## src/design/pts_pkg.sv

```systemverilog
// ----------------------------------------------------------------------------
// pts_pkg
// Shared widths, operation codes and controller/datapath command and status
// types for the periodic task scheduler.
// ----------------------------------------------------------------------------
package pts_pkg;

   localparam int NOW_W    = 64;
   localparam int PERIOD_W = 32;
   localparam int FIRE_W   = 16;
   localparam int COUNT_W  = 5;

   localparam logic OP_TICK     = 1'b0;
   localparam logic OP_REGISTER = 1'b1;

   // controller -> datapath
   typedef struct packed {
      logic load;        // capture the accepted request
      logic reg_write;   // append a task if there is room
      logic scan_start;  // clear mask and scan counter
      logic scan_step;   // issue the next table read
      logic rsp_load;    // load the response register
   } cmd_type;

   // datapath -> controller
   typedef struct packed {
      logic op_register;
      logic scan_done;
   } status_type;

endpackage

```

## src/design/pts_req_if.sv

```systemverilog
// ----------------------------------------------------------------------------
// pts_req_if
// Request channel: operation, current time and task interval.
// ----------------------------------------------------------------------------
interface pts_req_if;
   import pts_pkg::*;

   logic                valid;
   logic                ready;
   logic                operation;
   logic [NOW_W-1:0]    now_ms;
   logic [PERIOD_W-1:0] period_ms;

   modport source (output valid, output operation, output now_ms, output period_ms,
                   input ready);
   modport sink   (input valid, input operation, input now_ms, input period_ms,
                   output ready);
endinterface

```

## src/design/pts_rsp_if.sv

```systemverilog
// ----------------------------------------------------------------------------
// pts_rsp_if
// Response channel: fire mask, accept flag and task count.
// ----------------------------------------------------------------------------
interface pts_rsp_if;
   import pts_pkg::*;

   logic               valid;
   logic               ready;
   logic [FIRE_W-1:0]  fire_mask;
   logic               accepted;
   logic [COUNT_W-1:0] tasks_in_use;

   modport source (output valid, output fire_mask, output accepted, output tasks_in_use,
                   input ready);
   modport sink   (input valid, input fire_mask, input accepted, input tasks_in_use,
                   output ready);
endinterface

```

## src/design/pts_datapath.sv

```systemverilog
// ----------------------------------------------------------------------------
// pts_datapath
// Task table memories, task count, scan pipeline (read, then compare and
// write back) and the response payload register.
// ----------------------------------------------------------------------------
module pts_datapath #(
   parameter int MAX_TASKS = 16
) (
   input  logic                          clock,
   input  logic                          reset,
   input  pts_pkg::cmd_type              cmd,
   output pts_pkg::status_type           status,
   input  logic                          req_operation,
   input  logic [pts_pkg::NOW_W-1:0]     req_now_ms,
   input  logic [pts_pkg::PERIOD_W-1:0]  req_period_ms,
   output logic [pts_pkg::FIRE_W-1:0]    rsp_fire_mask,
   output logic                          rsp_accepted,
   output logic [pts_pkg::COUNT_W-1:0]   rsp_tasks_in_use
);
   import pts_pkg::*;

   localparam int IDX_W = (MAX_TASKS > 1) ? $clog2(MAX_TASKS) : 1;
   localparam int CNT_W = $clog2(MAX_TASKS + 1);
   localparam logic [CNT_W-1:0] MAX_CNT = CNT_W'(MAX_TASKS);

   // task table
   logic [NOW_W-1:0]    last_run_mem [MAX_TASKS];
   logic [PERIOD_W-1:0] period_mem   [MAX_TASKS];
   logic [NOW_W-1:0]    last_rd_ff;
   logic [PERIOD_W-1:0] period_rd_ff;

   // captured request
   logic                op_ff,     op_in;
   logic [NOW_W-1:0]    now_ff,    now_in;
   logic [PERIOD_W-1:0] period_ff, period_in;

   logic [CNT_W-1:0]    total_ff,    total_in;
   logic [CNT_W-1:0]    scan_cnt_ff, scan_cnt_in;
   logic                cmp_vld_ff,  cmp_vld_in;
   logic [IDX_W-1:0]    cmp_idx_ff,  cmp_idx_in;
   logic [FIRE_W-1:0]   mask_ff,     mask_in;
   logic                ok_ff,       ok_in;

   logic [FIRE_W-1:0]   rsp_mask_ff,  rsp_mask_in;
   logic                rsp_ok_ff,    rsp_ok_in;
   logic [COUNT_W-1:0]  rsp_count_ff, rsp_count_in;

   logic                room;
   logic                issue;
   logic [IDX_W-1:0]    rd_addr;
   logic [NOW_W-1:0]    elapsed;
   logic                due;
   logic                mem_we;
   logic                per_we;
   logic [IDX_W-1:0]    wr_addr;

   assign room    = (total_ff < MAX_CNT);
   assign issue   = cmd.scan_step && (scan_cnt_ff < total_ff);
   assign rd_addr = scan_cnt_ff[IDX_W-1:0];
   // unsigned wrap-around elapsed time
   assign elapsed = now_ff - last_rd_ff;
   assign due     = cmp_vld_ff && (elapsed >= {{(NOW_W-PERIOD_W){1'b0}}, period_rd_ff});

   assign per_we  = cmd.reg_write && room;
   assign mem_we  = per_we || due;
   assign wr_addr = per_we ? total_ff[IDX_W-1:0] : cmp_idx_ff;

   always_comb begin
      op_in     = op_ff;
      now_in    = now_ff;
      period_in = period_ff;
      if (cmd.load) begin
         op_in     = req_operation;
         now_in    = req_now_ms;
         period_in = req_period_ms;
      end
   end

   always_comb begin
      total_in    = total_ff;
      ok_in       = ok_ff;
      scan_cnt_in = scan_cnt_ff;
      cmp_vld_in  = issue;
      cmp_idx_in  = rd_addr;
      mask_in     = mask_ff;
      if (cmd.reg_write) begin
         ok_in = room;
         if (room) begin
            total_in = total_ff + CNT_W'(1);
         end
      end
      if (cmd.scan_start) begin
         ok_in       = 1'b1;
         mask_in     = '0;
         scan_cnt_in = '0;
      end else if (issue) begin
         scan_cnt_in = scan_cnt_ff + CNT_W'(1);
      end
      // tasks past the mask width are still updated but have no bit
      if (due) begin
         mask_in = mask_ff | (FIRE_W'(1) << cmp_idx_ff);
      end
   end

   always_comb begin
      rsp_mask_in  = rsp_mask_ff;
      rsp_ok_in    = rsp_ok_ff;
      rsp_count_in = rsp_count_ff;
      if (cmd.rsp_load) begin
         rsp_mask_in  = (op_ff == OP_REGISTER) ? '0 : mask_ff;
         rsp_ok_in    = ok_ff;
         rsp_count_in = COUNT_W'(total_ff);
      end
   end

   always_ff @(posedge clock) begin
      if (mem_we) begin
         last_run_mem[wr_addr] <= now_ff;
      end
      if (per_we) begin
         period_mem[wr_addr] <= period_ff;
      end
      last_rd_ff   <= last_run_mem[rd_addr];
      period_rd_ff <= period_mem[rd_addr];
   end

   always_ff @(posedge clock) begin
      if (reset) begin
         total_ff   <= '0;
         cmp_vld_ff <= 1'b0;
      end else begin
         total_ff   <= total_in;
         cmp_vld_ff <= cmp_vld_in;
      end
   end

   always_ff @(posedge clock) begin
      op_ff        <= op_in;
      now_ff       <= now_in;
      period_ff    <= period_in;
      scan_cnt_ff  <= scan_cnt_in;
      cmp_idx_ff   <= cmp_idx_in;
      mask_ff      <= mask_in;
      ok_ff        <= ok_in;
      rsp_mask_ff  <= rsp_mask_in;
      rsp_ok_ff    <= rsp_ok_in;
      rsp_count_ff <= rsp_count_in;
   end

   assign status.op_register = (op_ff == OP_REGISTER);
   assign status.scan_done   = (scan_cnt_ff >= total_ff) && !cmp_vld_ff;

   assign rsp_fire_mask    = rsp_mask_ff;
   assign rsp_accepted     = rsp_ok_ff;
   assign rsp_tasks_in_use = rsp_count_ff;

endmodule

```

## src/design/pts_ctrl.sv

```systemverilog
// ----------------------------------------------------------------------------
// pts_ctrl
// Sequencer: takes one request, runs the register or scan operation in the
// datapath, then hands the result to the response register.
// ----------------------------------------------------------------------------
module pts_ctrl (
   input  logic                clock,
   input  logic                reset,
   input  logic                req_valid,
   output logic                req_ready,
   output logic                rsp_valid,
   input  logic                rsp_ready,
   output pts_pkg::cmd_type    cmd,
   input  pts_pkg::status_type status
);
   import pts_pkg::*;

   localparam logic [1:0] ST_IDLE = 2'd0;
   localparam logic [1:0] ST_EXEC = 2'd1;
   localparam logic [1:0] ST_SCAN = 2'd2;
   localparam logic [1:0] ST_DONE = 2'd3;

   logic [1:0] state_ff, state_in;
   logic       rsp_valid_ff, rsp_valid_in;
   logic       slot_free;

   // response register frees up in the same cycle as its transfer
   assign slot_free = !rsp_valid_ff || rsp_ready;

   always_comb begin
      state_in       = state_ff;
      cmd            = '0;
      req_ready      = 1'b0;
      unique case (state_ff)
         ST_IDLE: begin
            req_ready = 1'b1;
            if (req_valid) begin
               cmd.load = 1'b1;
               state_in = ST_EXEC;
            end
         end
         ST_EXEC: begin
            if (status.op_register) begin
               cmd.reg_write = 1'b1;
               state_in      = ST_DONE;
            end else begin
               cmd.scan_start = 1'b1;
               state_in       = ST_SCAN;
            end
         end
         ST_SCAN: begin
            cmd.scan_step = 1'b1;
            if (status.scan_done) begin
               state_in = ST_DONE;
            end
         end
         ST_DONE: begin
            if (slot_free) begin
               cmd.rsp_load = 1'b1;
               state_in     = ST_IDLE;
            end
         end
         default: state_in = ST_IDLE;
      endcase
   end

   always_comb begin
      rsp_valid_in = rsp_valid_ff;
      if (cmd.rsp_load) begin
         rsp_valid_in = 1'b1;
      end else if (rsp_ready) begin
         rsp_valid_in = 1'b0;
      end
   end

   always_ff @(posedge clock) begin
      if (reset) begin
         state_ff     <= ST_IDLE;
         rsp_valid_ff <= 1'b0;
      end else begin
         state_ff     <= state_in;
         rsp_valid_ff <= rsp_valid_in;
      end
   end

   assign rsp_valid = rsp_valid_ff;

endmodule

```

## src/design/periodic_task_scheduler_core.sv

```systemverilog
// ----------------------------------------------------------------------------
// periodic_task_scheduler_core
// Table of periodic tasks; register requests append a task, tick requests
// return the mask of tasks that are due and restamp them.
// ----------------------------------------------------------------------------
// A register request passes through the exec and done states. A tick request
// walks the table through one read port, one entry per cycle, with the
// compare and write-back in the cycle after each read, until every entry in
// use has been compared. The next request can be taken in the cycle after
// the result is loaded. Only one request is in work at a time; a new request
// is taken while the previous result still waits in the response register,
// and a result that cannot be loaded holds the request behind it.
module periodic_task_scheduler_core #(
   parameter int MAX_TASKS = 16
) (
   input logic        clock,
   input logic        reset,
   pts_req_if.sink    req_chan,
   pts_rsp_if.source  rsp_chan
);
   import pts_pkg::*;

   cmd_type    cmd;
   status_type status;

   pts_ctrl u_ctrl (
      .clock     (clock),
      .reset     (reset),
      .req_valid (req_chan.valid),
      .req_ready (req_chan.ready),
      .rsp_valid (rsp_chan.valid),
      .rsp_ready (rsp_chan.ready),
      .cmd       (cmd),
      .status    (status)
   );

   pts_datapath #(
      .MAX_TASKS (MAX_TASKS)
   ) u_datapath (
      .clock            (clock),
      .reset            (reset),
      .cmd              (cmd),
      .status           (status),
      .req_operation    (req_chan.operation),
      .req_now_ms       (req_chan.now_ms),
      .req_period_ms    (req_chan.period_ms),
      .rsp_fire_mask    (rsp_chan.fire_mask),
      .rsp_accepted     (rsp_chan.accepted),
      .rsp_tasks_in_use (rsp_chan.tasks_in_use)
   );

endmodule

```

## src/flat_wrapper.sv

```systemverilog
// flat-port wrapper written by rule: the top's interface ports become plain ports
module periodic_task_scheduler_core_flat import pts_pkg::*;
#(
   parameter int MAX_TASKS = 16
)
  (clock, reset, req_chan_valid, req_chan_operation, req_chan_now_ms, req_chan_period_ms, req_chan_ready, rsp_chan_valid, rsp_chan_fire_mask, rsp_chan_accepted, rsp_chan_tasks_in_use, rsp_chan_ready);
  pts_req_if req_chan_i ();
  pts_rsp_if rsp_chan_i ();
  input logic clock;
  input logic reset;
  input wire logic [$bits(req_chan_i.valid)-1:0] req_chan_valid;
  input wire logic [$bits(req_chan_i.operation)-1:0] req_chan_operation;
  input wire logic [$bits(req_chan_i.now_ms)-1:0] req_chan_now_ms;
  input wire logic [$bits(req_chan_i.period_ms)-1:0] req_chan_period_ms;
  output wire logic [$bits(req_chan_i.ready)-1:0] req_chan_ready;
  output wire logic [$bits(rsp_chan_i.valid)-1:0] rsp_chan_valid;
  output wire logic [$bits(rsp_chan_i.fire_mask)-1:0] rsp_chan_fire_mask;
  output wire logic [$bits(rsp_chan_i.accepted)-1:0] rsp_chan_accepted;
  output wire logic [$bits(rsp_chan_i.tasks_in_use)-1:0] rsp_chan_tasks_in_use;
  input wire logic [$bits(rsp_chan_i.ready)-1:0] rsp_chan_ready;
  assign req_chan_i.valid = req_chan_valid;
  assign req_chan_i.operation = req_chan_operation;
  assign req_chan_i.now_ms = req_chan_now_ms;
  assign req_chan_i.period_ms = req_chan_period_ms;
  assign req_chan_ready = req_chan_i.ready;
  assign rsp_chan_valid = rsp_chan_i.valid;
  assign rsp_chan_fire_mask = rsp_chan_i.fire_mask;
  assign rsp_chan_accepted = rsp_chan_i.accepted;
  assign rsp_chan_tasks_in_use = rsp_chan_i.tasks_in_use;
  assign rsp_chan_i.ready = rsp_chan_ready;
  periodic_task_scheduler_core #(.MAX_TASKS(MAX_TASKS)) u_core (.clock(clock), .reset(reset), .req_chan(req_chan_i), .rsp_chan(rsp_chan_i));
endmodule
```

## config.mk

```make
export PLATFORM = sky130hd
export DESIGN_NAME = periodic_task_scheduler_core_flat
export DESIGN_NICKNAME = d
export VERILOG_FILES = /design/src/design/pts_pkg.sv /design/src/design/pts_req_if.sv /design/src/design/pts_rsp_if.sv /design/src/design/pts_datapath.sv /design/src/design/pts_ctrl.sv /design/src/design/periodic_task_scheduler_core.sv /design/src/flat_wrapper.sv
export SDC_FILE = /design/constraint.sdc
export NUM_CORES = 2
export LEC_CHECK = 0
export ABC_AREA = 1
export BUFFER_PORTS_ARGS = -buffer_cell sky130_fd_sc_hd__buf_2
export CAP_MARGIN = 0
export CORE_UTILIZATION = 57
export DETAILED_ROUTE_END_ITERATION = 7
export GPL_TIMING_DRIVEN = 0
export PLACE_DENSITY = 0.76
export REMOVE_ABC_BUFFERS = 1
export SYNTH_ARGS = -nofsm -noshare
export SYNTH_HDL_FRONTEND = slang
export SYNTH_SLANG_ARGS = --single-unit
```

## constraint.sdc

```tcl
create_clock -name clock -period 6 [get_ports clock]
set_input_delay 0.3 -clock clock [delete_from_list [all_inputs] [get_ports clock]]
set_output_delay 0.3 -clock clock [all_outputs]
set_load 0.01 [all_outputs]
```

### Word level (Yosys, flattened, before mapping)

Memory sizes are Yosys's and may differ from the RTL's. A register that Yosys moved wholly into a read port is not among the register bits.
Cells that the tools add are included.

* $add $sub $neg: 3
* $lt $le $gt $ge: 4
* equal/unequal tests: 6
* shift-type cells: 1
* muxes and demuxes: 23
* bitwise gates (word level): 1
* reductions and logical operators: 13

Operators with widths (number)
* >= comparator 64 x 32 -> 1 bit: 1
* subtractor 64 bit: 1
* two-way mux 16 bit: 2
* bitwise OR 16 bit: 1
* << shifter 1 x 4 -> 16 bit (first input constant): 1
* two-way mux 1 bit: 15
* adder 5 x 1 -> 5 bit (second input constant): 2
* two-way mux 2 bit: 4
* one-hot mux 2 bit (4 select lines): 1
* >= comparator 5 bit: 1
* less-than comparator 5 bit: 1
* less-than comparator 5 bit (second input constant): 1
* equality test 2 bit (second input constant): 2
* logical AND 1 bit: 4
* two-way mux 4 bit: 1
* inequality test 2 bit (second input constant): 2
* nonzero test 2 bit: 2
* AND reduction 3 bit: 1
* equality test 2 x 1 -> 1 bit (second input constant): 1
* logical NOT 1 bit: 2
* logical NOT 2 bit: 1
* logical OR 1 bit: 2
* inequality test 2 x 1 -> 1 bit (second input constant): 1
* AND reduction 2 bit: 1

* bits in registers: 154
* memory bits (writable): 1536
* input bits: 101
* output and inout port bits: 24
* word-level logic and storage cells: 67
* memories: 2

Memory list
* u_core.u_datapath.last_run_mem: depth 16, width 64, read ports 1, clocked after Yosys merged registers in 1, wr ports 1, line pts_datapath.sv:27 `logic [NOW_W-1:0] last_run_mem [MAX_TASKS];`
* u_core.u_datapath.period_mem: depth 16, width 32, read ports 1, clocked after Yosys merged registers in 1, wr ports 1, line pts_datapath.sv:28 `logic [PERIOD_W-1:0] period_mem [MAX_TASKS];`

### Depth between registers and ports, before layout

* depth in word-level cells: 6
* mapped depth: 29
* depth with buffers taken out: 28

### Modules after synthesis

A second synthesis with hierarchy kept.

* cells, all modules: 5923
* area, all modules: 73593.1 µm²

By module, submodules not included
* pts_datapath: times used 1, cells each 5884, area an instance 73345.3 µm², sequential area each 52420.3 µm²
* pts_ctrl: times used 1, cells each 39, area an instance 247.7 µm², sequential area each 60.1 µm²

### Worst setup path after synthesis

Ideal clock, no wire load.

* path kind: register to register
* start: register u_core.u_datapath.now_ff[0]
* end: memory u_core.u_datapath.last_run_mem[0][0] (enable)
* setup time: 507 ps
* arrival time: 6002 ps
* required time: 5493 ps
* path slack: -509 ps
* cell stages (with the launch flop): 25
* buffers on the path: 0
* period minus slack after synthesis: 6509 ps
* cell sequence: edfxtp_1 inv_1 ha_1 inv_1 fa_1 nand3_1 nor2_1 a21oi_1 nand2_1 nand2_1 nand2_1 xor2_1 ha_1 nand2_1 o21ai_0 a41oi_1 nand2_1 nand2_1 nand2_1 nor2_1 nand3_1 nor2_1 nand2_1 nand2_4 a21oi_1

* word-level cells in the longest chain between the ends: 6

RTL lines
* start: declaration: line pts_datapath.sv:34 `logic [NOW_W-1:0] now_ff, now_in;`
* start signal: assignment: line pts_datapath.sv:139 `now_ff <= now_in;`
* subtractor 64 bit: line pts_datapath.sv:61 `assign elapsed = now_ff - last_rd_ff;`
* >= comparator 64 x 32 -> 1 bit: line pts_datapath.sv:62 `assign due = cmp_vld_ff && (elapsed >= {{(NOW_W-PERIOD_W){1'b0}}, period_rd_ff});`
* logical AND 1 bit: line pts_datapath.sv:62
* logical OR 1 bit: line pts_datapath.sv:65 `assign mem_we = per_we || due;`
* two-way mux 1 bit: line pts_datapath.sv:117 `if (mem_we) begin`
* two-way mux 1 bit (implied by the code): line pts_datapath.sv:118 `last_run_mem[wr_addr] <= now_ff;`
* end: declaration: line pts_datapath.sv:27

No other way between the ends.

### Worst setup path after layout

* start: register u_core.u_datapath.now_ff[10]
* end: memory u_core.u_datapath.last_run_mem[8][19] (enable)

The elaborated chain is that of the path after synthesis.

==> flow_summary.yaml <==
setup_path:
  required_ps: 6510
  slowest_delay_ps: 640
  startpoint_type: "flip-flop"
  crit_arrival_ps: 6220
  crit_fanout: 33
  end_kind: "flip-flop"
  regToRegSetupSlack_ps: 290
  crit_top_cell: "nand2_1"
  crit_type: "reg2reg"
  path_cells: "ha_1 -> nand2_1 -> nor2_1 -> nand3_1 -> nand3_2 -> nand2_1 -> nand2_1 -> xor2_1 -> ha_1 -> nand2_1 -> o21ai_0 -> a41oi_1 -> nand2_1 -> nand2_1 -> nand2_1 -> nor2_1 -> nand3_1 -> nor2_1 -> nand2_1 -> nand2_8 -> a21oi_4 -> buf_12 -> buf_16"
  slowest_stage: "a21oi_4"
floorplanning:
  fp.dieH_um: 361
  rows: 131
  start_util_pct: 57.6
  core_area_um2: 128000
  ios: 125
  die_w_um: 361
  die_area_um2: 131000
sta:
  min_period_over_period_pct: 95.2
  drv_slew: 0
  setup_ws_ps: 291
  maxSlewHeadroom_pct: 11.5
  rsz0062_at_grt: "false"
  hold_viol: 0
  max_freq_mhz: 175
  fin_crit_ps: 5710
  skew_ps: 48.0
  setup_tns_ps: 0
  finalSetupViolations: 0
  worst_pin_slew_ps: 1330
final_layout:
  finish.utilization_pct: 66.7
  final_nets: 6426
  finalInstanceArea_um2: 85200
  drive_gt1_share_pct: 9.64
  area_growth_pct: 15.7
  fillers: 8651
  diodes: 0
global_routing:
  antenna_found_initial: 2
  grt_start_max_net_pins: 121
  grt_pass1_wl_um: 274000
  grt_usage_pct: 27.8
  gr-total-overflow: 0
  grt_pass1_vias: 47100
synthesis:
  seq_area_frac_synth_pct: 71.3
  ys_warn_count: 0
  syn_area_per_cell_um2: 12.3
  yosys.area.top_type: "edfxtp_1"
  ys_types: 43
  ys.flop_type: "edfxtp_1"
  yosysMostFrequentCell: "edfxtp_1"
  ys_seq_elements: 1786
  synth_common_cells: "edfxtp_1, nor2_1, nand2_1, inv_1, o21ai_0"
  syn-cell-area_um2: 73600
  synthArstFlopShare_pct: 0
  synth_area_leaders: "edfxtp_1, nor2_1, nand2_1"
  synth_cells: 5963
  synth-edff-count: 1671
  synth_top_cell_area_share_pct: 68.1
detailed_routing:
  wl_um: 185000
  drtIter0Drc: 5716
  route.vias.total: 48700
  drtPass1Iterations: 6
  wire_per_inst_um: 23.1
  ant_nets: 0
  via_per_inst: 6.06
  route.detailed.drc: 0
place:
  dpl_worst_slack_ps: -64.8
  place_area_um2: 78100
  dp.final_hpwl_um: 110000
  port_buffers: 124
  gp_congestion: 0.904
cts:
  clk_pin_slew_ps: 60
  clock_latency_ps: 840
  clock_sinks: 1786
  root_buffer: "clkbuf_16"
  numCtsBuffers: 172
  cts_tree: "built"
  cts_max_level: 4
  clockBufferDepth: 3
power:
  total_power_mw: 36.9
  p_leak_nw: 30.3
  power.density_nw_per_um2: 433
  ir_drop_v: 0.000352
outcome:
  status: "completed"
min_path:
  hold_class: "in2reg"
run:
  maxCapViolCount: 0
[state kept, by name, indices dropped and copies added (netlist names)]
name	cells
u_core.u_datapath.cmp_idx_ff	4
u_core.u_datapath.total_ff	5
u_core.u_datapath.ok_ff	1
u_core.u_datapath.cmp_vld_ff	1
u_core.u_datapath.period_ff	32
u_core.u_ctrl.rsp_valid	1
u_core.u_datapath.period_rd_ff	32
u_core.u_datapath.rsp_tasks_in_use	5
u_core.u_datapath.op_ff	1
u_core.u_datapath.last_run_mem	1024
u_core.u_datapath.rsp_fire_mask	16
u_core.u_datapath.mask_ff	16
u_core.u_datapath.now_ff	64
u_core.u_datapath.scan_cnt_ff	5
u_core.u_datapath.period_mem	512
u_core.u_ctrl.state_ff	2
u_core.u_datapath.rsp_accepted	1
u_core.u_datapath.last_rd_ff	64
[cell usage in the layout (no fill, tap or decap), drive strengths merged, types with 2 or more instances in the layout]
cell type / instances
clkinv: 55
o21bai: 5
o211ai: 40
inv: 469
nand2: 860
o32ai: 230
edfxtp: 1671
nor2: 1025
o221ai: 154
and2: 2
dlygate4sd3: 100
a21o: 2
o21a: 2
o21ai: 409
dfxtp: 115
xor2: 32
nor4: 2
nand3: 219
clkbuf: 245
bufinv: 14
a21oi: 109
nor3: 24
nand3b: 9
ha: 106
clkinvlp: 7
mux2i: 154
nand4: 17
buf: 282
[where the power goes]
group	total, mW	switching (mW)	internal [mW]
combinational	9.98	6.73	3.25
sequential	16.0	0.879	15.2
clock	10.9	4.69	6.19
total	36.9	12.3	24.6
[per-layer routing]
layer	GRT usage (%)	part of all wire, %
met3	4.04	8.3
met2	46.1	49
met4	11.2	3.6
met1	36.9	39
met5	0	0.0070
[stage by stage]
step                cells  hold WS [ps]
CTS                  7982          14.4
finish               8028          65.1
global placement     7448           413
floorplan            5662           369
detailed placement   7559           457
global route         8028          86.7
[logic make-up after synthesis]
group	Yosys count	share of synthesized area, %
and+or+nand+nor	2160	11.7
DFF	1786	71.3
AOI/OAI and AO/OA	955	8.73
buffers and inverters	769	4.00
muxes	154	2.09
adders and majority gates	107	1.83
xor gates and xnor gates	32	0.381
[worst max-delay path: cells and delay by family, from the launching register on]
kind / cells / cell delay (ps)
buf+inv: 2 / 470
simple gates: 15 / 2220
fa+ha+maj: 2 / 770
flops: 1 / 590
xor+xnor: 1 / 340
compound gates: 3 / 940
[worst paths after layout]
path	start	endpoint	cells past startpoint
setup / recovery	u_core.u_datapath.now_ff[10]	u_core.u_datapath.last_run_mem[8][19]	23
hold / removal	req_chan_valid	u_core.u_ctrl.state_ff[1]	5
setup reg to reg	u_core.u_datapath.now_ff[10]	u_core.u_datapath.last_run_mem[8][19]	23
hold reg to reg	u_core.u_datapath.ok_ff	u_core.u_datapath.rsp_accepted	0
[final cells by class]
type	count	area [µm²]	area share, %
clock buffer	245	4750	5.57
clock inverter	77	977	1.15
inverter	468	1780	2.09
multi-input combinational	3408	18500	21.7
sequential	1786	52500	61.6
tap	1662	2080	2.44
timing repair buffer	382	4670	5.48
[what timing repair did]
item,4_1_cts,5_1_grt
hold buffers,100,0
setup endpoints to repair,14,427
hold endpoints to repair,111,0
gates resized for setup,0,1
pin swaps,1,9
setup buffers,1,46
cloned,0,0
(Power assumes the default switching activity.)
